File: src/osrs_pkg.sv
// Package with the item types, fp32 constants and shared fp32 helper functions.
`timescale 1ns / 1ps
`default_nettype none

package osrs_pkg;

   typedef struct packed {
      logic [31:0] score_bits;
      logic        last_in_row;
   } req_type;

   typedef struct packed {
      logic [31:0] exp_of_max_bits;
      logic [31:0] denominator_bits;
   } rsp_type;

   localparam logic [31:0] NEG_INF     = 32'hFF80_0000;
   localparam logic [31:0] POS_INF     = 32'h7F80_0000;
   localparam logic [31:0] POS_ZERO    = 32'h0000_0000;
   localparam logic [31:0] DEFAULT_NAN = 32'hFFC0_0000;
   localparam logic [31:0] QUIET_BIT   = 32'h0040_0000;

   // exp saturates above 89.0 and flushes to zero below -104.0.
   localparam logic [31:0] EXP_HI_LIMIT = 32'h42B2_0000;
   localparam logic [31:0] EXP_LO_LIMIT = 32'hC2D0_0000;

   // Fixed-point layout of the exp unit: log2 domain with 60 fraction bits.
   localparam int EXP_FRAC  = 60;
   localparam int EXP_STEPS = 56;
   localparam int STEP_W    = $clog2(EXP_STEPS);

   localparam logic [191:0] LOG2E_WIDE =
      192'd14426950408889634073599246810019 * (192'd1 << EXP_FRAC) /
      192'd10000000000000000000000000000000;
   localparam logic [EXP_FRAC:0] LOG2E_FIX = LOG2E_WIDE[EXP_FRAC:0];

   typedef enum logic [1:0] {
      FOP_ADD,
      FOP_SUB,
      FOP_MUL
   } fop_type;

   typedef enum logic [3:0] {
      DP_NONE,
      DP_LOAD,
      DP_SUB_OLD,
      DP_ZERO_SCALED,
      DP_EXP_DIFF,
      DP_MUL,
      DP_TAKE_SCALED,
      DP_SUB_NEW,
      DP_ADD,
      DP_COMMIT,
      DP_EXP_MAX,
      DP_EMIT
   } dp_op_type;

   typedef struct packed {
      dp_op_type op;
   } dp_cmd_type;

   typedef struct packed {
      logic fpu_done;
      logic exp_done;
      logic row_started;
      logic last_in_row;
   } dp_status_type;

   typedef struct packed {
      logic signed [11:0] e;
      logic [63:0]        m;
   } norm_type;

   function automatic logic is_nan(input logic [31:0] x);
      return (x[30:23] == 8'hFF) && (x[22:0] != 23'd0);
   endfunction

   // Ordered compare for two values that are not NaN and not equal.
   function automatic logic fp_greater(input logic [31:0] a, input logic [31:0] b);
      if (a[31] != b[31]) begin
         return !a[31];
      end
      if (!a[31]) begin
         return a[30:0] > b[30:0];
      end
      return a[30:0] < b[30:0];
   endfunction

   // IEEE maxnum: a NaN operand loses, plus zero beats minus zero.
   function automatic logic [31:0] fp_maxnum(input logic [31:0] a, input logic [31:0] b);
      if (is_nan(a)) begin
         return is_nan(b) ? a : b;
      end
      if (is_nan(b)) begin
         return a;
      end
      if ((a == b) || ((a[30:0] == 31'd0) && (b[30:0] == 31'd0))) begin
         return a[31] ? b : a;
      end
      return fp_greater(a, b) ? a : b;
   endfunction

   // Shift the leading one up to bit 63 and adjust the exponent to match.
   function automatic norm_type fp_norm(input logic signed [11:0] e, input logic [63:0] m);
      norm_type   r;
      logic [6:0] z;
      logic       hit;
      z   = 7'd0;
      hit = 1'b0;
      for (int i = 63; i >= 0; i--) begin
         if (!hit) begin
            if (m[i]) begin
               hit = 1'b1;
            end else begin
               z = z + 7'd1;
            end
         end
      end
      r.m = m << z;
      r.e = e - $signed({5'd0, z});
      return r;
   endfunction

   // Round to nearest even and pack. The value is m / 2^63 * 2^e, with m
   // normalized or zero; sticky stands for bits below m.
   function automatic logic [31:0] fp_pack(input logic sign, input logic signed [11:0] e,
                                           input logic [63:0] m, input logic sticky);
      logic signed [12:0] be;
      logic signed [12:0] under;
      logic [6:0]         sh;
      logic [127:0]       w;
      logic [63:0]        m2;
      logic               st;
      logic               rnd;
      logic [7:0]         bem1;
      logic [31:0]        r;
      be = {e[11], e} + 13'sd127;
      if (m == 64'd0) begin
         return {sign, 31'd0};
      end
      if (be >= 13'sd255) begin
         return {sign, POS_INF[30:0]};
      end
      if (be < 13'sd1) begin
         under = 13'sd1 - be;
         sh    = (under > 13'sd65) ? 7'd65 : under[6:0];
         bem1  = 8'd0;
      end else begin
         sh    = 7'd0;
         bem1  = be[7:0] - 8'd1;
      end
      w   = {m, 64'd0} >> sh;
      m2  = w[127:64];
      st  = sticky | (|w[63:0]) | (|m2[38:0]);
      rnd = m2[39] & (st | m2[40]);
      r   = {1'b0, bem1, 23'd0} + {8'd0, m2[63:40]} + {31'd0, rnd};
      return {sign, r[30:0]};
   endfunction

   // log2(1 + 2^-j) in the exp unit's fixed point, by repeated squaring.
   function automatic logic [EXP_FRAC-1:0] log2_1p(input int j);
      logic [127:0] y;
      logic [127:0] two;
      logic [63:0]  r;
      y   = (128'd1 << EXP_FRAC) + (128'd1 << (EXP_FRAC - j));
      two = 128'd2 << EXP_FRAC;
      r   = 64'd0;
      for (int b = 0; b < EXP_FRAC + 2; b++) begin
         y = (y * y) >> EXP_FRAC;
         r = r << 1;
         if (y >= two) begin
            r = r | 64'd1;
            y = y >> 1;
         end
      end
      return r[EXP_FRAC+1:2];
   endfunction

endpackage

`default_nettype wire

File: src/osrs_ctrl.sv
// Controller state machine that sequences the datapath for each item.
`timescale 1ns / 1ps
`default_nettype none

module osrs_ctrl (
   input  wire logic                    clock,
   input  wire logic                    reset,
   input  wire logic                    req_valid,
   output logic                         req_ready,
   output logic                         rsp_valid,
   input  wire logic                    rsp_ready,
   input  wire osrs_pkg::dp_status_type status,
   output osrs_pkg::dp_cmd_type         cmd
);

   typedef enum logic [3:0] {
      S_IDLE,
      S_CHK,
      S_W_SUB1,
      S_W_EXP1,
      S_W_MUL,
      S_SUB2,
      S_W_SUB2,
      S_W_EXP2,
      S_W_ADD,
      S_EXPMAX,
      S_W_EXP3,
      S_EMIT
   } state_type;

   state_type state_ff, state_in;
   logic      rsp_valid_ff, rsp_valid_in;

   always_comb begin
      state_in     = state_ff;
      cmd.op       = osrs_pkg::DP_NONE;
      rsp_valid_in = rsp_ready ? 1'b0 : rsp_valid_ff;
      case (state_ff)
         S_IDLE: begin
            if (req_valid) begin
               cmd.op   = osrs_pkg::DP_LOAD;
               state_in = S_CHK;
            end
         end
         S_CHK: begin
            if (status.row_started) begin
               cmd.op   = osrs_pkg::DP_SUB_OLD;
               state_in = S_W_SUB1;
            end else begin
               cmd.op   = osrs_pkg::DP_ZERO_SCALED;
               state_in = S_SUB2;
            end
         end
         S_W_SUB1: begin
            if (status.fpu_done) begin
               cmd.op   = osrs_pkg::DP_EXP_DIFF;
               state_in = S_W_EXP1;
            end
         end
         S_W_EXP1: begin
            if (status.exp_done) begin
               cmd.op   = osrs_pkg::DP_MUL;
               state_in = S_W_MUL;
            end
         end
         S_W_MUL: begin
            if (status.fpu_done) begin
               cmd.op   = osrs_pkg::DP_TAKE_SCALED;
               state_in = S_SUB2;
            end
         end
         S_SUB2: begin
            cmd.op   = osrs_pkg::DP_SUB_NEW;
            state_in = S_W_SUB2;
         end
         S_W_SUB2: begin
            if (status.fpu_done) begin
               cmd.op   = osrs_pkg::DP_EXP_DIFF;
               state_in = S_W_EXP2;
            end
         end
         S_W_EXP2: begin
            if (status.exp_done) begin
               cmd.op   = osrs_pkg::DP_ADD;
               state_in = S_W_ADD;
            end
         end
         S_W_ADD: begin
            if (status.fpu_done) begin
               cmd.op   = osrs_pkg::DP_COMMIT;
               state_in = status.last_in_row ? S_EXPMAX : S_IDLE;
            end
         end
         S_EXPMAX: begin
            cmd.op   = osrs_pkg::DP_EXP_MAX;
            state_in = S_W_EXP3;
         end
         S_W_EXP3: begin
            if (status.exp_done) begin
               state_in = S_EMIT;
            end
         end
         S_EMIT: begin
            if (!rsp_valid_ff || rsp_ready) begin
               cmd.op       = osrs_pkg::DP_EMIT;
               rsp_valid_in = 1'b1;
               state_in     = S_IDLE;
            end
         end
         default: begin
            state_in = S_IDLE;
         end
      endcase
   end

   always_ff @(posedge clock) begin
      if (reset) begin
         state_ff     <= S_IDLE;
         rsp_valid_ff <= 1'b0;
      end else begin
         state_ff     <= state_in;
         rsp_valid_ff <= rsp_valid_in;
      end
   end

   assign req_ready = (state_ff == S_IDLE);
   assign rsp_valid = rsp_valid_ff;

endmodule

`default_nettype wire

File: config.mk
export PLATFORM = sky130hd
export DESIGN_NAME = osrs_ctrl
export DESIGN_NICKNAME = d
export VERILOG_FILES = /design/src/osrs_pkg.sv /design/src/osrs_ctrl.sv
export SDC_FILE = /design/constraint.sdc
export NUM_CORES = 1
export LEC_CHECK = 0
export BUFFER_PORTS_ARGS = -buffer_cell sky130_fd_sc_hd__buf_4
export CAP_MARGIN = 20
export CORE_AREA = 2 2 39 41
export CTS_CLUSTER_DIAMETER = 60
export DETAILED_ROUTE_END_ITERATION = 7
export DIE_AREA = 0 0 41 43
export GPL_ROUTABILITY_DRIVEN = 0
export PLACE_DENSITY = 0.66
export SKIP_LAST_GASP = 1
export SYNTH_ARGS = -nofsm -noshare
export SYNTH_HDL_FRONTEND = slang
export SYNTH_SLANG_ARGS = --single-unit
File: constraint.sdc
create_clock -name clock -period 1.7 [get_ports clock]
set_input_delay 0.34 -clock clock [delete_from_list [all_inputs] [get_ports clock]]
set_output_delay 0.34 -clock clock [all_outputs]
set_load 0.02 [all_outputs]
Word level (Yosys, flattened, before mapping)
Index checks and enable logic that the tools add are counted.
{"block": "totals", "regBits": 5, "in_bits": 8, "output_inout_bits": 6, "word_cells": 51}
{"block": "classes", "eq_ne": 20, "n_mux": 24, "n_reduce_logical": 5}
{"operator": "4-bit two-way mux", "count": 13}
{"operator": "4-bit case mux with 12 select lines", "count": 1}
{"operator": "4-bit case mux with 10 select lines", "count": 1}
{"operator": "2-bit inequality test, second input constant", "count": 9}
{"operator": "4-bit by 3-bit == test with 1-bit output, second input constant", "count": 4}
{"operator": "4-bit == test, second input constant", "count": 4}
{"operator": "3-bit two-way mux", "count": 4}
{"operator": "9-bit AND reduction", "count": 1}
{"operator": "4-bit by 2-bit == test with 1-bit output, second input constant", "count": 2}
{"operator": "1-bit two-way mux", "count": 5}
{"operator": "4-bit by 1-bit == test with 1-bit output, second input constant", "count": 1}
{"operator": "4-bit logical NOT", "count": 1}
{"operator": "2-bit OR reduction", "count": 1}
{"operator": "1-bit logical NOT", "count": 1}
{"operator": "1-bit logical OR", "count": 1}

Depth between registers and ports, before layout
Gate-level depths: netlist of the first run.
{"block": "logic_depth", "ltp_word": 4, "depth_mapped": 6, "mapped_depth_nobuf": 4}

Worst setup path before layout of the first run
Ideal clock, no wire load.
{"block": "synth_path", "path_kind": "reg-to-output", "start": "reg state_ff[3]", "end": "out cmd[1] in the netlist's numbering", "t_arrival_ns": 1.256, "t_required_ns": 1.360, "setup_slack_ns": 0.104, "stages_incl_launch_ff": 5, "path_buffers": 2, "cell_sequence": "dfxtp_1 buf_4 clkbuf_1 nand3_1 o22ai_1"}
{"item": "start: declaration", "line_no": "osrs_ctrl.sv:31", "rtl": "state_type state_ff, state_in;"}
{"item": "start signal: assignment", "line_no": "osrs_ctrl.sv:121", "rtl": "state_ff <= state_in;"}
{"item": "end: declaration", "line_no": "osrs_ctrl.sv:13", "rtl": "output osrs_pkg::dp_cmd_type cmd"}

==> report_table.html, run 1 <==
<table>
<tr><th>Metric</th><th>Value</th></tr>
<tr><th colspan="2">Drt</th></tr>
<tr><td>Routed wire length</td><td>1.33 mm</td></tr>
<tr><td>Number of detailed-route iterations in the first pass</td><td>4</td></tr>
<tr><td>Number of design rule violations left after detail routing</td><td>0</td></tr>
<tr><td>Post-detailed-route via-to-cell ratio</td><td>5.61</td></tr>
<tr><td>Wire per inst</td><td>12.2 µm</td></tr>
<tr><td>Iter 0 DRT Violations</td><td>21</td></tr>
<tr><td>Antenna violation net count after detailed routing</td><td>0</td></tr>
<tr><td>Vias</td><td>612</td></tr>
<tr><th colspan="2">Global route</th></tr>
<tr><td>Number of global-route vias before repair</td><td>508</td></tr>
<tr><td>Number of antenna violations at the first check in global routing</td><td>0</td></tr>
<tr><td>Total congestion overflow</td><td>0</td></tr>
<tr><td>Overall routing resource usage</td><td>17.8%</td></tr>
<tr><td>First-pass GRT wire length</td><td>2.21 mm</td></tr>
<tr><td>Largest net degree at the start of global routing</td><td>15</td></tr>
<tr><th colspan="2">Placed design</th></tr>
<tr><td>Placed wire-length estimate after detailed placement</td><td>1.05 mm</td></tr>
<tr><td>Number of port buffers</td><td>13</td></tr>
<tr><td>Instance area at placement</td><td>706 µm²</td></tr>
<tr><th colspan="2">STA</th></tr>
<tr><td>Slew Limit Fails</td><td>0</td></tr>
<tr><td>Worst Tran Pin Value</td><td>246 ps</td></tr>
<tr><td>Final critical-path share of the clock period</td><td>98.3%</td></tr>
<tr><td>Hold Vio Cnt, Final</td><td>0</td></tr>
<tr><td>Worst Skew</td><td>5.25 ps</td></tr>
<tr><td>Final setup violation count</td><td>0</td></tr>
<tr><td>Setup repair after global routing missed its margin</td><td>true</td></tr>
<tr><td>Final worst path period need</td><td>1670 ps</td></tr>
<tr><td>Worst Hold Slack</td><td>298 ps</td></tr>
<tr><td>Maximum clock frequency</td><td>598 MHz</td></tr>
<tr><td>Slew headroom</td><td>83.4%</td></tr>
<tr><th colspan="2">Logic synthesis</th></tr>
<tr><td>YS warnings</td><td>0</td></tr>
<tr><td>Total standard cell area after synthesis</td><td>571 µm²</td></tr>
<tr><td>Instance count of the mapped netlist</td><td>75</td></tr>
<tr><td>Yosys cell types</td><td>37</td></tr>
<tr><td>Sequential element share of the synthesized area</td><td>17.5%</td></tr>
<tr><td>Yosys top cell by area</td><td>sky130_fd_sc_hd__dfxtp_1</td></tr>
<tr><td>Top-area cell type share of the netlist area</td><td>17.5%</td></tr>
<tr><td>Top cells by area, synth</td><td>sky130_fd_sc_hd__dfxtp_1 18%, sky130_fd_sc_hd__a21oi_1 6.1%, sky130_fd_sc_hd__nor2_1 5.3%</td></tr>
<tr><td>Synth Net Count</td><td>83</td></tr>
<tr><td>Per-instance average area after synthesis</td><td>7.61 µm²</td></tr>
<tr><td>FF+latch count, synth</td><td>5</td></tr>
<tr><th colspan="2">Worst setup path</th></tr>
<tr><td>Required time of the critical path</td><td>1360 ps</td></tr>
<tr><td>Critical Setup Path Class</td><td>reg -&gt; out</td></tr>
<tr><td>Reg2reg path depth</td><td>4</td></tr>
<tr><td>Signal arrival time at the worst endpoint</td><td>1330 ps</td></tr>
<tr><td>Endpoint of the lowest-slack register-to-register path</td><td>state_ff[3]</td></tr>
<tr><td>Beginning of the worst register-to-register path</td><td>state_ff[1]</td></tr>
<tr><td>Max Fanout on Critical Path</td><td>7</td></tr>
<tr><td>Flop-to-flop setup slack</td><td>210 ps</td></tr>
<tr><td>Sort of element at the start of the critical path</td><td>register</td></tr>
<tr><td>Endpoint type of the worst setup path</td><td>primary output</td></tr>
<tr><th colspan="2">Final layout</th></tr>
<tr><td>Most common cell after layout, fill and taps aside</td><td>sky130_fd_sc_hd__buf_4</td></tr>
<tr><td>Number of diodes</td><td>0</td></tr>
<tr><td>Final net count</td><td>102</td></tr>
<tr><td>Most frequent cells in the layout</td><td>21 x sky130_fd_sc_hd__buf_4, 7 x sky130_fd_sc_hd__nor2_1, 7 x sky130_fd_sc_hd__a21oi_1</td></tr>
<tr><td>Total non-filler cell area in the finished layout</td><td>739 µm²</td></tr>
<tr><td>Fraction of layout cells with a size suffix above 1</td><td>36.6%</td></tr>
<tr><td>Final core utilization</td><td>53.4%</td></tr>
<tr><td>Layout filler cell count</td><td>125</td></tr>
<tr><td>Layout Area Growth over Synthesis</td><td>29.6%</td></tr>
<tr><th colspan="2">Clock network</th></tr>
<tr><td>Clock latency of the later-clocked register in the worst-skew pair</td><td>240 ps</td></tr>
<tr><td>Clock slew seen by the registers of the worst setup and hold paths</td><td>50 ps</td></tr>
<tr><td># H-tree levels</td><td>1</td></tr>
<tr><td>Sinks on Clock Net</td><td>5</td></tr>
<tr><td>Number of CTS-inserted buffers</td><td>3</td></tr>
<tr><td>CTS Buffer Depth</td><td>2</td></tr>
<tr><td>Hold-fix buffers, CTS</td><td>0</td></tr>
<tr><td>Setup fix buffers added after clock tree synthesis</td><td>0</td></tr>
<tr><td>TritonCTS clock tree</td><td>built</td></tr>
<tr><td>Root Buffer</td><td>sky130_fd_sc_hd__clkbuf_4</td></tr>
<tr><th colspan="2">Floorplan</th></tr>
<tr><td>Die Width</td><td>41 µm</td></tr>
<tr><td>Core box area</td><td>0.00138 mm²</td></tr>
<tr><td>Chip height</td><td>43 µm</td></tr>
<tr><td>Core Rows</td><td>14</td></tr>
<tr><td>Area of the die</td><td>0.00176 mm²</td></tr>
<tr><td>Initial core utilization</td><td>41.2%</td></tr>
<tr><td>Number of ports placed on the die boundary</td><td>14</td></tr>
<tr><th colspan="2">Pwr</th></tr>
<tr><td>Switching part of the total</td><td>44.2%</td></tr>
<tr><td>Relative contribution of sequential cells to total power</td><td>20.9%</td></tr>
<tr><td>Power density over the cells</td><td>1610 mW/mm²</td></tr>
<tr><td>Leakage</td><td>0.000296 µW</td></tr>
<tr><td>Peak VDD IR</td><td>835 µV</td></tr>
<tr><td>Share of power burned in combinational logic</td><td>67.6%</td></tr>
<tr><td>Total internal power</td><td>663 µW</td></tr>
<tr><td>Share of power burned in the clock network</td><td>11.5%</td></tr>
<tr><td>Switch Pwr</td><td>526 µW</td></tr>
<tr><th colspan="2">Min path</th></tr>
<tr><td>Hold Path Sink</td><td>state_ff[0]</td></tr>
<tr><td>Launch instance of the worst min-delay path</td><td>reset</td></tr>
<tr><td>Class of the worst hold path</td><td>in -&gt; reg</td></tr>
<tr><td>Hold depth</td><td>2</td></tr>
<tr><th colspan="2">Status</th></tr>
<tr><td>Run status</td><td>finished clean</td></tr>
<tr><th colspan="2">Flow run</th></tr>
<tr><td>Max-cap violation count</td><td>0</td></tr>
</table>
==> repair_timing <==
item / CTS / global route
pin swaps: 0 / 2
setup endpoints to repair: 4 / 3
gates resized for setup: 4 / 4
hold endpoints to repair: 0 / 0
==> synth_stat cells <==
cell type                  n
sky130_fd_sc_hd__nor2_1    8
sky130_fd_sc_hd__a21oi_1   7
sky130_fd_sc_hd__dfxtp_1   5
sky130_fd_sc_hd__nand2_1   4
sky130_fd_sc_hd__nand2b_1  4
sky130_fd_sc_hd__o21ai_1   3
sky130_fd_sc_hd__a32o_1    2
sky130_fd_sc_hd__buf_4     2
sky130_fd_sc_hd__buf_6     2
sky130_fd_sc_hd__clkbuf_1  2
sky130_fd_sc_hd__inv_1     2
sky130_fd_sc_hd__mux2i_1   2
sky130_fd_sc_hd__nand3_1   2
sky130_fd_sc_hd__nand4b_1  2
sky130_fd_sc_hd__nor2b_1   2
sky130_fd_sc_hd__nor3_1    2
sky130_fd_sc_hd__o21bai_1  2
sky130_fd_sc_hd__o221ai_1  2
sky130_fd_sc_hd__o32a_1    2
sky130_fd_sc_hd__a22o_1    1
sky130_fd_sc_hd__a31o_1    1
sky130_fd_sc_hd__buf_2     1
sky130_fd_sc_hd__inv_2     1
sky130_fd_sc_hd__mux2_1    1
sky130_fd_sc_hd__mux2_2    1
sky130_fd_sc_hd__nand3b_1  1
sky130_fd_sc_hd__nor4b_1   1
sky130_fd_sc_hd__o211a_1   1
sky130_fd_sc_hd__o211ai_2  1
sky130_fd_sc_hd__o22a_1    1
sky130_fd_sc_hd__o22ai_1   1
sky130_fd_sc_hd__o31a_1    1
sky130_fd_sc_hd__o32ai_1   1
sky130_fd_sc_hd__or2_4     1
sky130_fd_sc_hd__or3_1     1
sky130_fd_sc_hd__or3b_1    1
sky130_fd_sc_hd__or4_4     1
==> stage by stage <==
stage	worst slack, ps	power (µW)	TNS [ps]	cells
2_1_floorplan	104	819	0	75
3_3_place_gp	147	1030	0	106
3_5_place_dp	116	1020	0	106
4_1_cts	8.57	1180	0	110
5_1_grt	-16.4	1270	-32.5	109
6_report	28.3	1190	0	109
==> power groups by stage <==
stage | registers, µW | logic (µW) | clock network (µW)
3_3_place_gp | 232 | 795 | 0
3_5_place_dp | 232 | 792 | 0
5_1_grt | 255 | 871 | 149
2_1_floorplan | 169 | 650 | 0
6_report | 248 | 804 | 137
4_1_cts | 238 | 795 | 145
==> metal layers <==
layer	track usage (%)	part of all wire, %	up-vias
li1	-	-	321
met4	4.00	0	0
met3	6.28	4.7	0
met1	23.5	47	275
met5	0	0	-
met2	26.9	48	16
==> sequential cells by signal, indices dropped and copies added, names as in the netlist <==
name       flops
rsp_valid      1
state_ff       4
==> worst max-delay path, cell delays in order (launching register included) <==
cell and delay [ps]:
sky130_fd_sc_hd__dfxtp_2 390, sky130_fd_sc_hd__inv_1 100, sky130_fd_sc_hd__nor2_1 200, sky130_fd_sc_hd__nor2_1 60
sky130_fd_sc_hd__o22ai_1 170, sky130_fd_sc_hd__buf_4 170
==> cell families (layout without fill, tap and decap cells) <==
group / count (synthesis) / in the layout / share of synthesized area, %
buf+inv: 10 / 28 / 10.7
flops: 5 / 5 / 17.5
mux: 4 / 4 / 7.46
simple gates: 30 / 30 / 30.0
compound gates: 26 / 26 / 34.2
==> cell type report <==
class	instances	area [µm²]	share of cell area (%)
inverter	3	11.3	1.52
multi-input combinational	60	412	55.7
timing repair buffer	21	158	21.3
clock buffer	4	26.3	3.55
tap	16	20.0	2.71
sequential	5	113	15.2
==> worst max-delay path by stage <==
stage,slack (ps),depth (start not counted),from,end
2_1_floorplan,100,4,state_ff[3],cmd[1]
3_5_place_dp,120,4,state_ff[1],state_ff[2]
5_1_grt,-20,5,state_ff[2],cmd[0]
3_3_place_gp,150,5,state_ff[2],cmd[0]
6_report,30,5,state_ff[0],cmd[1]
4_1_cts,9,6,state_ff[3],cmd[1]
Power figures use the tool's default switching activity.
==> inputs of run 2 (changes only) <==
--- a/config.mk
+++ b/config.mk
@@ -15,2 +15,3 @@
 export PLACE_DENSITY = 0.66
+export RECOVER_POWER = 25
 export SKIP_LAST_GASP = 1
==> constraint.sdc (replaced) <==
create_clock -name clock -period 1.7 [get_ports clock]
set_input_delay 0.17 -clock clock [delete_from_list [all_inputs] [get_ports clock]]
set_output_delay 0.17 -clock clock [all_outputs]
set_load 0.02 [all_outputs]
==> run 2 against run 1 <==
Net effect:
- sequential share of layout area decreased by 0.89 points
- final cell count rose by 1.8%
- first-iteration DRC count is 33% lower
- routed wire length increased by 4.3%
- clock skew grew 1.3 ps
- combinational power fell by 0.7%
- clock power about the same
- via count rose by 2.0%
- critical path type unchanged
- highest routed layer unchanged
==> report_table.html, run 2 (same netlist as run 1, synthesis figures left out) <==
<table>
<tr><th>Metric</th><th>Value</th></tr>
<tr><th colspan="2">Drt</th></tr>
<tr><td>Iter 0 DRT Violations</td><td>14 (-33%)</td></tr>
<tr><td>Wire per inst</td><td>12.5 µm (+2.4%)</td></tr>
<tr><td>Routed wire length</td><td>1.39 mm (+4.3%)</td></tr>
<tr><td>Post-detailed-route via-to-cell ratio</td><td>5.62 (+0.12%)</td></tr>
<tr><td>Number of detailed-route iterations in the first pass</td><td>4 (unchanged)</td></tr>
<tr><td>Antenna violation net count after detailed routing</td><td>0 (unchanged)</td></tr>
<tr><td>Number of design rule violations left after detail routing</td><td>0 (unchanged)</td></tr>
<tr><td>Vias</td><td>624 (+2.0%)</td></tr>
<tr><th colspan="2">Pwr</th></tr>
<tr><td>Total power after layout</td><td>1190 µW (about the same)</td></tr>
<tr><td>Share of power burned in combinational logic</td><td>67.2% (-0.4 points)</td></tr>
<tr><td>Leakage</td><td>0.000302 µW (+2.0%)</td></tr>
<tr><td>Share of power burned in the clock network</td><td>11.4% (about the same)</td></tr>
<tr><td>Switch Pwr</td><td>521 µW (-0.80%)</td></tr>
<tr><td>Power density over the cells</td><td>1600 mW/mm² (-0.38%)</td></tr>
<tr><td>Relative contribution of sequential cells to total power</td><td>21.4% (+0.5 points)</td></tr>
<tr><td>Total internal power</td><td>667 µW (+0.55%)</td></tr>
<tr><td>Peak VDD IR</td><td>685 µV (-18%)</td></tr>
<tr><td>Switching part of the total</td><td>43.9% (-0.33 points)</td></tr>
<tr><th colspan="2">Worst setup path</th></tr>
<tr><td>Critical Setup Path Class</td><td>reg -&gt; out</td></tr>
<tr><td>Beginning of the worst register-to-register path</td><td>state_ff[2]</td></tr>
<tr><td>Max Fanout on Critical Path</td><td>10 (+3)</td></tr>
<tr><td>Sort of element at the start of the critical path</td><td>register</td></tr>
<tr><td>Reg2reg path depth</td><td>4 (unchanged)</td></tr>
<tr><td>Signal arrival time at the worst endpoint</td><td>1420 ps (+90 ps)</td></tr>
<tr><td>Endpoint type of the worst setup path</td><td>primary output</td></tr>
<tr><td>Endpoint of the lowest-slack register-to-register path</td><td>state_ff[3]</td></tr>
<tr><td>Termination of the worst setup path</td><td>cmd[0]</td></tr>
<tr><td>Flop-to-flop setup slack</td><td>200 ps (about the same)</td></tr>
<tr><td>Launching element of the worst setup path</td><td>state_ff[3]</td></tr>
<tr><td>Required time of the critical path</td><td>1530 ps (+170 ps)</td></tr>
<tr><th colspan="2">Clock network</th></tr>
<tr><td>TritonCTS clock tree</td><td>built</td></tr>
<tr><td># H-tree levels</td><td>1 (unchanged)</td></tr>
<tr><td>Clock latency of the later-clocked register in the worst-skew pair</td><td>240 ps (about the same)</td></tr>
<tr><td>Hold-fix buffers, CTS</td><td>0 (unchanged)</td></tr>
<tr><td>CTS Buffer Depth</td><td>2 (unchanged)</td></tr>
<tr><td>Sinks on Clock Net</td><td>5 (unchanged)</td></tr>
<tr><td>Number of CTS-inserted buffers</td><td>3 (unchanged)</td></tr>
<tr><td>Root Buffer</td><td>sky130_fd_sc_hd__clkbuf_4</td></tr>
<tr><td>Setup fix buffers added after clock tree synthesis</td><td>0 (unchanged)</td></tr>
<tr><td>Clock slew seen by the registers of the worst setup and hold paths</td><td>50 ps (about the same)</td></tr>
<tr><th colspan="2">Final layout</th></tr>
<tr><td>Layout Area Growth over Synthesis</td><td>30.0%</td></tr>
<tr><td>Max FFs per register</td><td>4 (unchanged)</td></tr>
<tr><td>Final net count</td><td>104 (+2.0%)</td></tr>
<tr><td>Most frequent cells in the layout</td><td>22 x sky130_fd_sc_hd__buf_4, 8 x sky130_fd_sc_hd__nor2_1, 7 x sky130_fd_sc_hd__a21oi_1</td></tr>
<tr><td>Register containing the most flip-flops in the final layout</td><td>state_ff</td></tr>
<tr><td>Fraction of layout cells with a size suffix above 1</td><td>34.7% (-1.8 points)</td></tr>
<tr><td>Number of diodes</td><td>0 (unchanged)</td></tr>
<tr><td>Most common cell after layout, fill and taps aside</td><td>sky130_fd_sc_hd__buf_4</td></tr>
<tr><th colspan="2">Floorplan</th></tr>
<tr><td>Area of the die</td><td>0.00176 mm² (unchanged)</td></tr>
<tr><td>Chip height</td><td>43 µm (unchanged)</td></tr>
<tr><td>Number of ports placed on the die boundary</td><td>14 (unchanged)</td></tr>
<tr><td>Initial core utilization</td><td>41.2% (unchanged)</td></tr>
<tr><td>Core Rows</td><td>14 (unchanged)</td></tr>
<tr><td>Core box area</td><td>0.00138 mm² (unchanged)</td></tr>
<tr><td>Die Width</td><td>41 µm (unchanged)</td></tr>
<tr><th colspan="2">Global route</th></tr>
<tr><td>Largest net degree at the start of global routing</td><td>16 (+1)</td></tr>
<tr><td>Total congestion overflow</td><td>0 (unchanged)</td></tr>
<tr><td>Number of antenna violations at the first check in global routing</td><td>0 (unchanged)</td></tr>
<tr><td>First-pass GRT wire length</td><td>2.15 mm (-2.9%)</td></tr>
<tr><td>Overall routing resource usage</td><td>17.4% (-0.40 points)</td></tr>
<tr><td>Number of global-route vias before repair</td><td>492 (-3.1%)</td></tr>
<tr><th colspan="2">Min path</th></tr>
<tr><td>Class of the worst hold path</td><td>in -&gt; reg</td></tr>
<tr><td>Launch instance of the worst min-delay path</td><td>reset</td></tr>
<tr><th colspan="2">STA</th></tr>
<tr><td>Slew Limit Fails</td><td>0 (unchanged)</td></tr>
<tr><td>Hold Vio Cnt, Final</td><td>0 (unchanged)</td></tr>
<tr><td>Worst Skew</td><td>6.56 ps (+1.32 ps)</td></tr>
<tr><td>Final critical-path share of the clock period</td><td>93.4% (-4.9 points)</td></tr>
<tr><td>Final worst path period need</td><td>1590 ps (-83.7 ps)</td></tr>
<tr><td>Maximum clock frequency</td><td>630 MHz (+5.3%)</td></tr>
<tr><td>Worst Tran Pin Value</td><td>337 ps (+91.8 ps)</td></tr>
<tr><td>Slew headroom</td><td>77.5% (-5.9 points)</td></tr>
<tr><td>Final-layout setup total negative slack</td><td>0 ps (unchanged)</td></tr>
<tr><td>Final setup violation count</td><td>0 (unchanged)</td></tr>
<tr><td>Setup repair after global routing missed its margin</td><td>false</td></tr>
<tr><th colspan="2">Flow run</th></tr>
<tr><td>Max-cap violation count</td><td>0 (unchanged)</td></tr>
<tr><th colspan="2">Status</th></tr>
<tr><td>Run status</td><td>finished clean</td></tr>
<tr><th colspan="2">Placed design</th></tr>
<tr><td>Number of port buffers</td><td>13 (unchanged)</td></tr>
<tr><td>Placed wire-length estimate after detailed placement</td><td>1.08 mm (+2.6%)</td></tr>
</table>
## run 2: changes by cell type in the layout (fill, tap and decap cells not counted)
cell / before / now
sky130_fd_sc_hd__nor2_2: 1 / 0
sky130_fd_sc_hd__dfxtp_4: 3 / 1
sky130_fd_sc_hd__nor2_1: 7 / 8
sky130_fd_sc_hd__buf_4: 21 / 22
sky130_fd_sc_hd__clkbuf_1: 1 / 2
sky130_fd_sc_hd__dfxtp_1: 1 / 2
sky130_fd_sc_hd__dfxtp_2: 1 / 2
## run 2: worst max-delay path, stage by stage, from the launching register on
cell	delay, ps
sky130_fd_sc_hd__dfxtp_1	510
sky130_fd_sc_hd__buf_4	220
sky130_fd_sc_hd__nand4b_1	100
sky130_fd_sc_hd__o21ai_1	90
sky130_fd_sc_hd__a22o_1	130
sky130_fd_sc_hd__buf_4	130
## run 2: power groups by stage
stage               Sequential (µW)  Clock (µW)  Combinational [µW]
floorplan                       169           0                 650
global route                    265         155                 870
CTS                             243         142                 803
finish                          254         136                 798
detailed placement              245           0                 800
global placement                240           0                 793
## run 2: how the worst min path moves through the flow
| stage | depth (start not counted) | to | slack (ps) |
|---|---|---|---|
| floorplan | 1 | rsp_valid | 240 |
| finish | 2 | rsp_valid | 140 |
| detailed placement | 2 | state_ff[0] | 390 |
| global placement | 2 | rsp_valid | 390 |
| CTS | 2 | rsp_valid | 140 |
| global route | 2 | rsp_valid | 140 |
## run 2: cell type report
| type | instances | area (µm²) |
|---|---|---|
| fill | 137 | 642 |
| timing repair buffer | 23 | 169 |
| sequential | 5 | 106 |
| inverter | 3 | 11.3 |
| tap | 16 | 20.0 |
| multi-input combinational | 60 | 409 |
| clock buffer | 4 | 26.3 |
## run 2: repair_timing
action                                 4_1_cts  5_1_grt
resized for setup                            1        3
endpoints found under the hold margin        0        0
setup endpoints to repair                    2        2
## run 2: stage by stage
step                      setup WS [ps]  instances  hold slack, ps  area, µm²  utilization [%]
after floorplan                     274         75             239        571                -
after global placement              176        107             386        713             51.5
after detailed placement            122        107             391        713             51.5
after CTS                          9.11        111             137        741             53.5
after global routing               13.5        111             136        742             53.6
final                               112        111             138        742             53.6
## run 2: layer usage
layer / vias up / track usage, % / part of all wire [%]
met5: - / 0 / 0
met4: 0 / 2.00 / 0
met3: 0 / 6.28 / 4.3
met2: 11 / 25.6 / 49
met1: 290 / 24.5 / 47
li1: 323 / - / -
==> inputs of run 3 (changes only) <==
- ABC_AREA: unset -> 1
- PLACE_DENSITY: 0.66 -> 0.59
- TNS_END_PERCENT: unset -> 30
- clock period: 1.7 -> 1.55 ns (I/O delays scaled with it)
==> run 3 against run 2 <==
Net effect:
- sequential cell count stayed put
- final cell count up 18%
- synthesized area shrank 16%
- largest power group unchanged
- first-iteration DRC count rose by 71%
- cell area fell by 2.7%
- worst setup slack lost 50 ps
- largest cell class unchanged
- via count grew 1.4%
- non-clock buffer count shrank 5
==> report_table.html, run 3 <==
<table>
<tr><th>Metric</th><th>Value</th></tr>
<tr><th colspan="2">Logic synthesis</th></tr>
<tr><td>YS warnings</td><td>0 (unchanged)</td></tr>
<tr><td>Number of flops mapped to enable cells by yosys</td><td>0 (unchanged)</td></tr>
<tr><td>Cell with the most instances after synthesis</td><td>sky130_fd_sc_hd__nand2_1</td></tr>
<tr><td>Top cells by area, synth</td><td>sky130_fd_sc_hd__nand2_1 21%, sky130_fd_sc_hd__dfxtp_1 21%, sky130_fd_sc_hd__nor2_1 15%</td></tr>
<tr><td>Sequential element share of the synthesized area</td><td>20.9% (+3.4 points)</td></tr>
<tr><td>Yosys top cell by area</td><td>sky130_fd_sc_hd__nand2_1</td></tr>
<tr><td>Share of synthesized flip-flops with an asynchronous set or reset</td><td>0% (unchanged)</td></tr>
<tr><td>Top-area cell type share of the netlist area</td><td>21.2% (+3.7 points)</td></tr>
<tr><td>Cell types with the highest counts after synthesis</td><td>27 x sky130_fd_sc_hd__nand2_1, 19 x sky130_fd_sc_hd__nor2_1, 18 x sky130_fd_sc_hd__inv_1</td></tr>
<tr><td>Total standard cell area after synthesis</td><td>478 µm² (-16%)</td></tr>
<tr><td>Instance count of the mapped netlist</td><td>93 (+24%)</td></tr>
<tr><td>Per-instance average area after synthesis</td><td>5.14 µm² (-32%)</td></tr>
<tr><td>Yosys cell types</td><td>11 (-70%)</td></tr>
<tr><td>Synth Net Count</td><td>101 (+22%)</td></tr>
<tr><td>FF+latch count, synth</td><td>5 (unchanged)</td></tr>
<tr><td>Most instantiated flip-flop cell in the synthesis netlist</td><td>sky130_fd_sc_hd__dfxtp_1</td></tr>
<tr><th colspan="2">Clock network</th></tr>
<tr><td>Sinks on Clock Net</td><td>5 (unchanged)</td></tr>
<tr><td>Root Buffer</td><td>sky130_fd_sc_hd__clkbuf_4</td></tr>
<tr><td>Clock latency of the later-clocked register in the worst-skew pair</td><td>240 ps (about the same)</td></tr>
<tr><td>Number of CTS-inserted buffers</td><td>3 (unchanged)</td></tr>
<tr><td># H-tree levels</td><td>1 (unchanged)</td></tr>
<tr><td>Hold-fix buffers, CTS</td><td>0 (unchanged)</td></tr>
<tr><td>Clock slew seen by the registers of the worst setup and hold paths</td><td>50 ps (about the same)</td></tr>
<tr><td>TritonCTS clock tree</td><td>built</td></tr>
<tr><td>CTS Buffer Depth</td><td>2 (unchanged)</td></tr>
<tr><th colspan="2">Worst setup path</th></tr>
<tr><td>Reg2reg path depth</td><td>11 (+7)</td></tr>
<tr><td>CP dominant cell by count</td><td>sky130_fd_sc_hd__inv_2</td></tr>
<tr><td>Sort of element at the start of the critical path</td><td>register</td></tr>
<tr><td>Delay-heaviest family, CP</td><td>flip-flops</td></tr>
<tr><td>Launching element of the worst setup path</td><td>state_ff[0]</td></tr>
<tr><td>Buffers and inverters on the worst path</td><td>4 (+2)</td></tr>
<tr><td>Critical path, cell by cell</td><td>inv_2, nor2_4, inv_2, o21ai_1, inv_1, o211ai_1, buf_4</td></tr>
<tr><td>Maximum cell stage delay along the critical path</td><td>380 ps (-130 ps)</td></tr>
<tr><td>Worst path slowest cell</td><td>sky130_fd_sc_hd__dfxtp_4</td></tr>
<tr><td>Signal arrival time at the worst endpoint</td><td>1330 ps (-90 ps)</td></tr>
<tr><td>Endpoint type of the worst setup path</td><td>primary output</td></tr>
<tr><td>Beginning of the worst register-to-register path</td><td>state_ff[2]</td></tr>
<tr><td>Max Fanout on Critical Path</td><td>5 (-5)</td></tr>
<tr><td>Critical Setup Path Class</td><td>reg -&gt; out</td></tr>
<tr><td>Required time of the critical path</td><td>1390 ps (-140 ps)</td></tr>
<tr><td>Endpoint of the lowest-slack register-to-register path</td><td>state_ff[2]</td></tr>
<tr><td>Flop-to-flop setup slack</td><td>210 ps (about the same)</td></tr>
<tr><th colspan="2">Drt</th></tr>
<tr><td>Post-detailed-route via-to-cell ratio</td><td>4.83 (-14%)</td></tr>
<tr><td>Antenna violation net count after detailed routing</td><td>0 (unchanged)</td></tr>
<tr><td>Number of design rule violations left after detail routing</td><td>0 (unchanged)</td></tr>
<tr><td>Number of detailed-route iterations in the first pass</td><td>4 (unchanged)</td></tr>
<tr><td>Wire per inst</td><td>11.0 µm (-12%)</td></tr>
<tr><td>Vias</td><td>633 (+1.4%)</td></tr>
<tr><td>Iter 0 DRT Violations</td><td>24 (+10)</td></tr>
<tr><td>Routed wire length</td><td>1.44 mm (+4.0%)</td></tr>
<tr><th colspan="2">STA</th></tr>
<tr><td>Worst Tran Pin Value</td><td>283 ps (-54.5 ps)</td></tr>
<tr><td>Slew Limit Fails</td><td>0 (unchanged)</td></tr>
<tr><td>Final setup violation count</td><td>0 (unchanged)</td></tr>
<tr><td>Maximum clock frequency</td><td>672 MHz</td></tr>
<tr><td>Final-layout setup total negative slack</td><td>0 ps (unchanged)</td></tr>
<tr><td>Final worst path period need</td><td>1490 ps</td></tr>
<tr><td>Slew headroom</td><td>80.9% (+3.5 points)</td></tr>
<tr><td>Worst Skew</td><td>2.96 ps (-3.60 ps)</td></tr>
<tr><td>Hold Vio Cnt, Final</td><td>0 (unchanged)</td></tr>
<tr><td>Setup repair after global routing missed its margin</td><td>true</td></tr>
<tr><td>Final critical-path share of the clock period</td><td>96.0%</td></tr>
<tr><th colspan="2">Pwr</th></tr>
<tr><td>Leakage</td><td>0.000380 µW (+26%)</td></tr>
<tr><td>Total power after layout</td><td>1460 µW (+23%)</td></tr>
<tr><td>Power density over the cells</td><td>2020 mW/mm² (+26%)</td></tr>
<tr><td>Peak VDD IR</td><td>988 µV (+44%)</td></tr>
<tr><th colspan="2">Floorplan</th></tr>
<tr><td>Die Width</td><td>41 µm (unchanged)</td></tr>
<tr><td>Core Rows</td><td>14 (unchanged)</td></tr>
<tr><td>Area of the die</td><td>0.00176 mm² (unchanged)</td></tr>
<tr><td>Core box area</td><td>0.00138 mm² (unchanged)</td></tr>
<tr><td>Initial core utilization</td><td>34.5% (-6.7 points)</td></tr>
<tr><td>Chip height</td><td>43 µm (unchanged)</td></tr>
<tr><td>Number of ports placed on the die boundary</td><td>14 (unchanged)</td></tr>
<tr><th colspan="2">Flow run</th></tr>
<tr><td>Max-cap violation count</td><td>0 (unchanged)</td></tr>
<tr><th colspan="2">Final layout</th></tr>
<tr><td>Most frequent cells in the layout</td><td>24 x sky130_fd_sc_hd__nand2_1, 17 x sky130_fd_sc_hd__buf_4, 14 x sky130_fd_sc_hd__inv_1, 14 x sky130_fd_sc_hd__nor2_1, 6 x sky130_fd_sc_hd__nand3_1</td></tr>
<tr><td>Total non-filler cell area in the finished layout</td><td>722 µm² (-2.7%)</td></tr>
<tr><td>Layout filler cell count</td><td>145 (+5.8%)</td></tr>
<tr><td>Max FFs per register</td><td>4 (unchanged)</td></tr>
<tr><td>Final core utilization</td><td>52.2% (-1.4 points)</td></tr>
<tr><td>Layout Area Growth over Synthesis</td><td>51.0%</td></tr>
<tr><td>Number of non-filler instances in the completed layout</td><td>131 (+18%)</td></tr>
<tr><td>Fraction of layout cells with a size suffix above 1</td><td>34.8% (+0.046 points)</td></tr>
<tr><td>Area of combinational cells with multiple inputs</td><td>364 µm² (-11%)</td></tr>
<tr><td>Final net count</td><td>124 (+19%)</td></tr>
<tr><td>Most common cell after layout, fill and taps aside</td><td>sky130_fd_sc_hd__nand2_1</td></tr>
<tr><td>Register containing the most flip-flops in the final layout</td><td>state_ff</td></tr>
<tr><td>Register area</td><td>113 µm² (+5.9%)</td></tr>
<tr><td>Number of diodes</td><td>0 (unchanged)</td></tr>
<tr><th colspan="2">Placed design</th></tr>
<tr><td>Instance area at placement</td><td>611 µm² (-14%)</td></tr>
<tr><td>Total placed cells including tap cells</td><td>124 (+16%)</td></tr>
<tr><td>Number of port buffers</td><td>13 (unchanged)</td></tr>
<tr><td>Placed wire-length estimate after detailed placement</td><td>1.10 mm (+1.7%)</td></tr>
<tr><th colspan="2">Status</th></tr>
<tr><td>Run status</td><td>finished clean</td></tr>
<tr><th colspan="2">Global route</th></tr>
<tr><td>Largest net degree at the start of global routing</td><td>8 (-8)</td></tr>
<tr><td>Total congestion overflow</td><td>0 (unchanged)</td></tr>
<tr><td>Number of antenna violations at the first check in global routing</td><td>0 (unchanged)</td></tr>
<tr><td>First-pass GRT wire length</td><td>2.26 mm (+5.5%)</td></tr>
<tr><td>Overall routing resource usage</td><td>18.8% (+1.4 points)</td></tr>
<tr><td>Number of global-route vias before repair</td><td>570 (+16%)</td></tr>
<tr><th colspan="2">Min path</th></tr>
<tr><td>Hold Path Sink</td><td>rsp_valid</td></tr>
<tr><td>Launch instance of the worst min-delay path</td><td>reset</td></tr>
<tr><td>Class of the worst hold path</td><td>in -&gt; reg</td></tr>
<tr><td>Hold depth</td><td>2 (unchanged)</td></tr>
</table>
run 3: area by class of cell:
| class | count | share of cell area, % |
|---|---|---|
| multi-input cells | 70 | 50.4 |
| repair buffers | 18 | 18.2 |
| flip-flops and latches | 5 | 15.6 |
| inverters | 18 | 9.36 |
| clock buffers | 4 | 3.64 |
| well taps | 16 | 2.77 |
run 3: cells by family after synthesis:
| group | count (synthesis) | synth area share [%] |
|---|---|---|
| compound gates | 11 | 13.1 |
| flops | 5 | 20.9 |
| simple gates | 59 | 51.8 |
| buf+inv | 18 | 14.1 |
run 3: routing by layer:
metal  part of all wire [%]  vias to the layer above  GRT usage [%]
met5                      0                        -              0
met4                   0.90                        0           11.3
met3                    2.8                        2           4.19
met2                     53                       11           28.4
met1                     44                      282           22.9
li1                       -                      338              -
run 3: worst max path at each step:
stage,depth (start not counted),endpoint
final,7,cmd[3]
after global routing,5,cmd[2]
after CTS,7,cmd[2]
after detailed placement,7,cmd[3]
after global placement,7,cmd[3]
after floorplan,6,cmd[1]
run 3: what timing repair did:
| item | CTS | global route |
|---|---|---|
| resized for setup | 13 | 17 |
| setup endpoints to repair | 4 | 4 |
| hold endpoints to repair | 0 | 0 |
| pin swaps | 1 | 4 |
| buffers inserted | 1 | 2 |
run 3: metrics by stage:
step	hold WS (ps)	setup WS [ps]
2_1_floorplan	227	277
3_3_place_gp	321	105
3_5_place_dp	327	69.7
4_1_cts	69.3	10.3
5_1_grt	77.8	-42.1
6_report	79.3	62.5
run 3: power by group:
group,switching [µW],internal [µW],leakage (µW)
clock,54.1,97.4,0.0000150
combinational,605,402,0.000322
sequential,99.6,198,0.0000434
total,758,698,0.000380
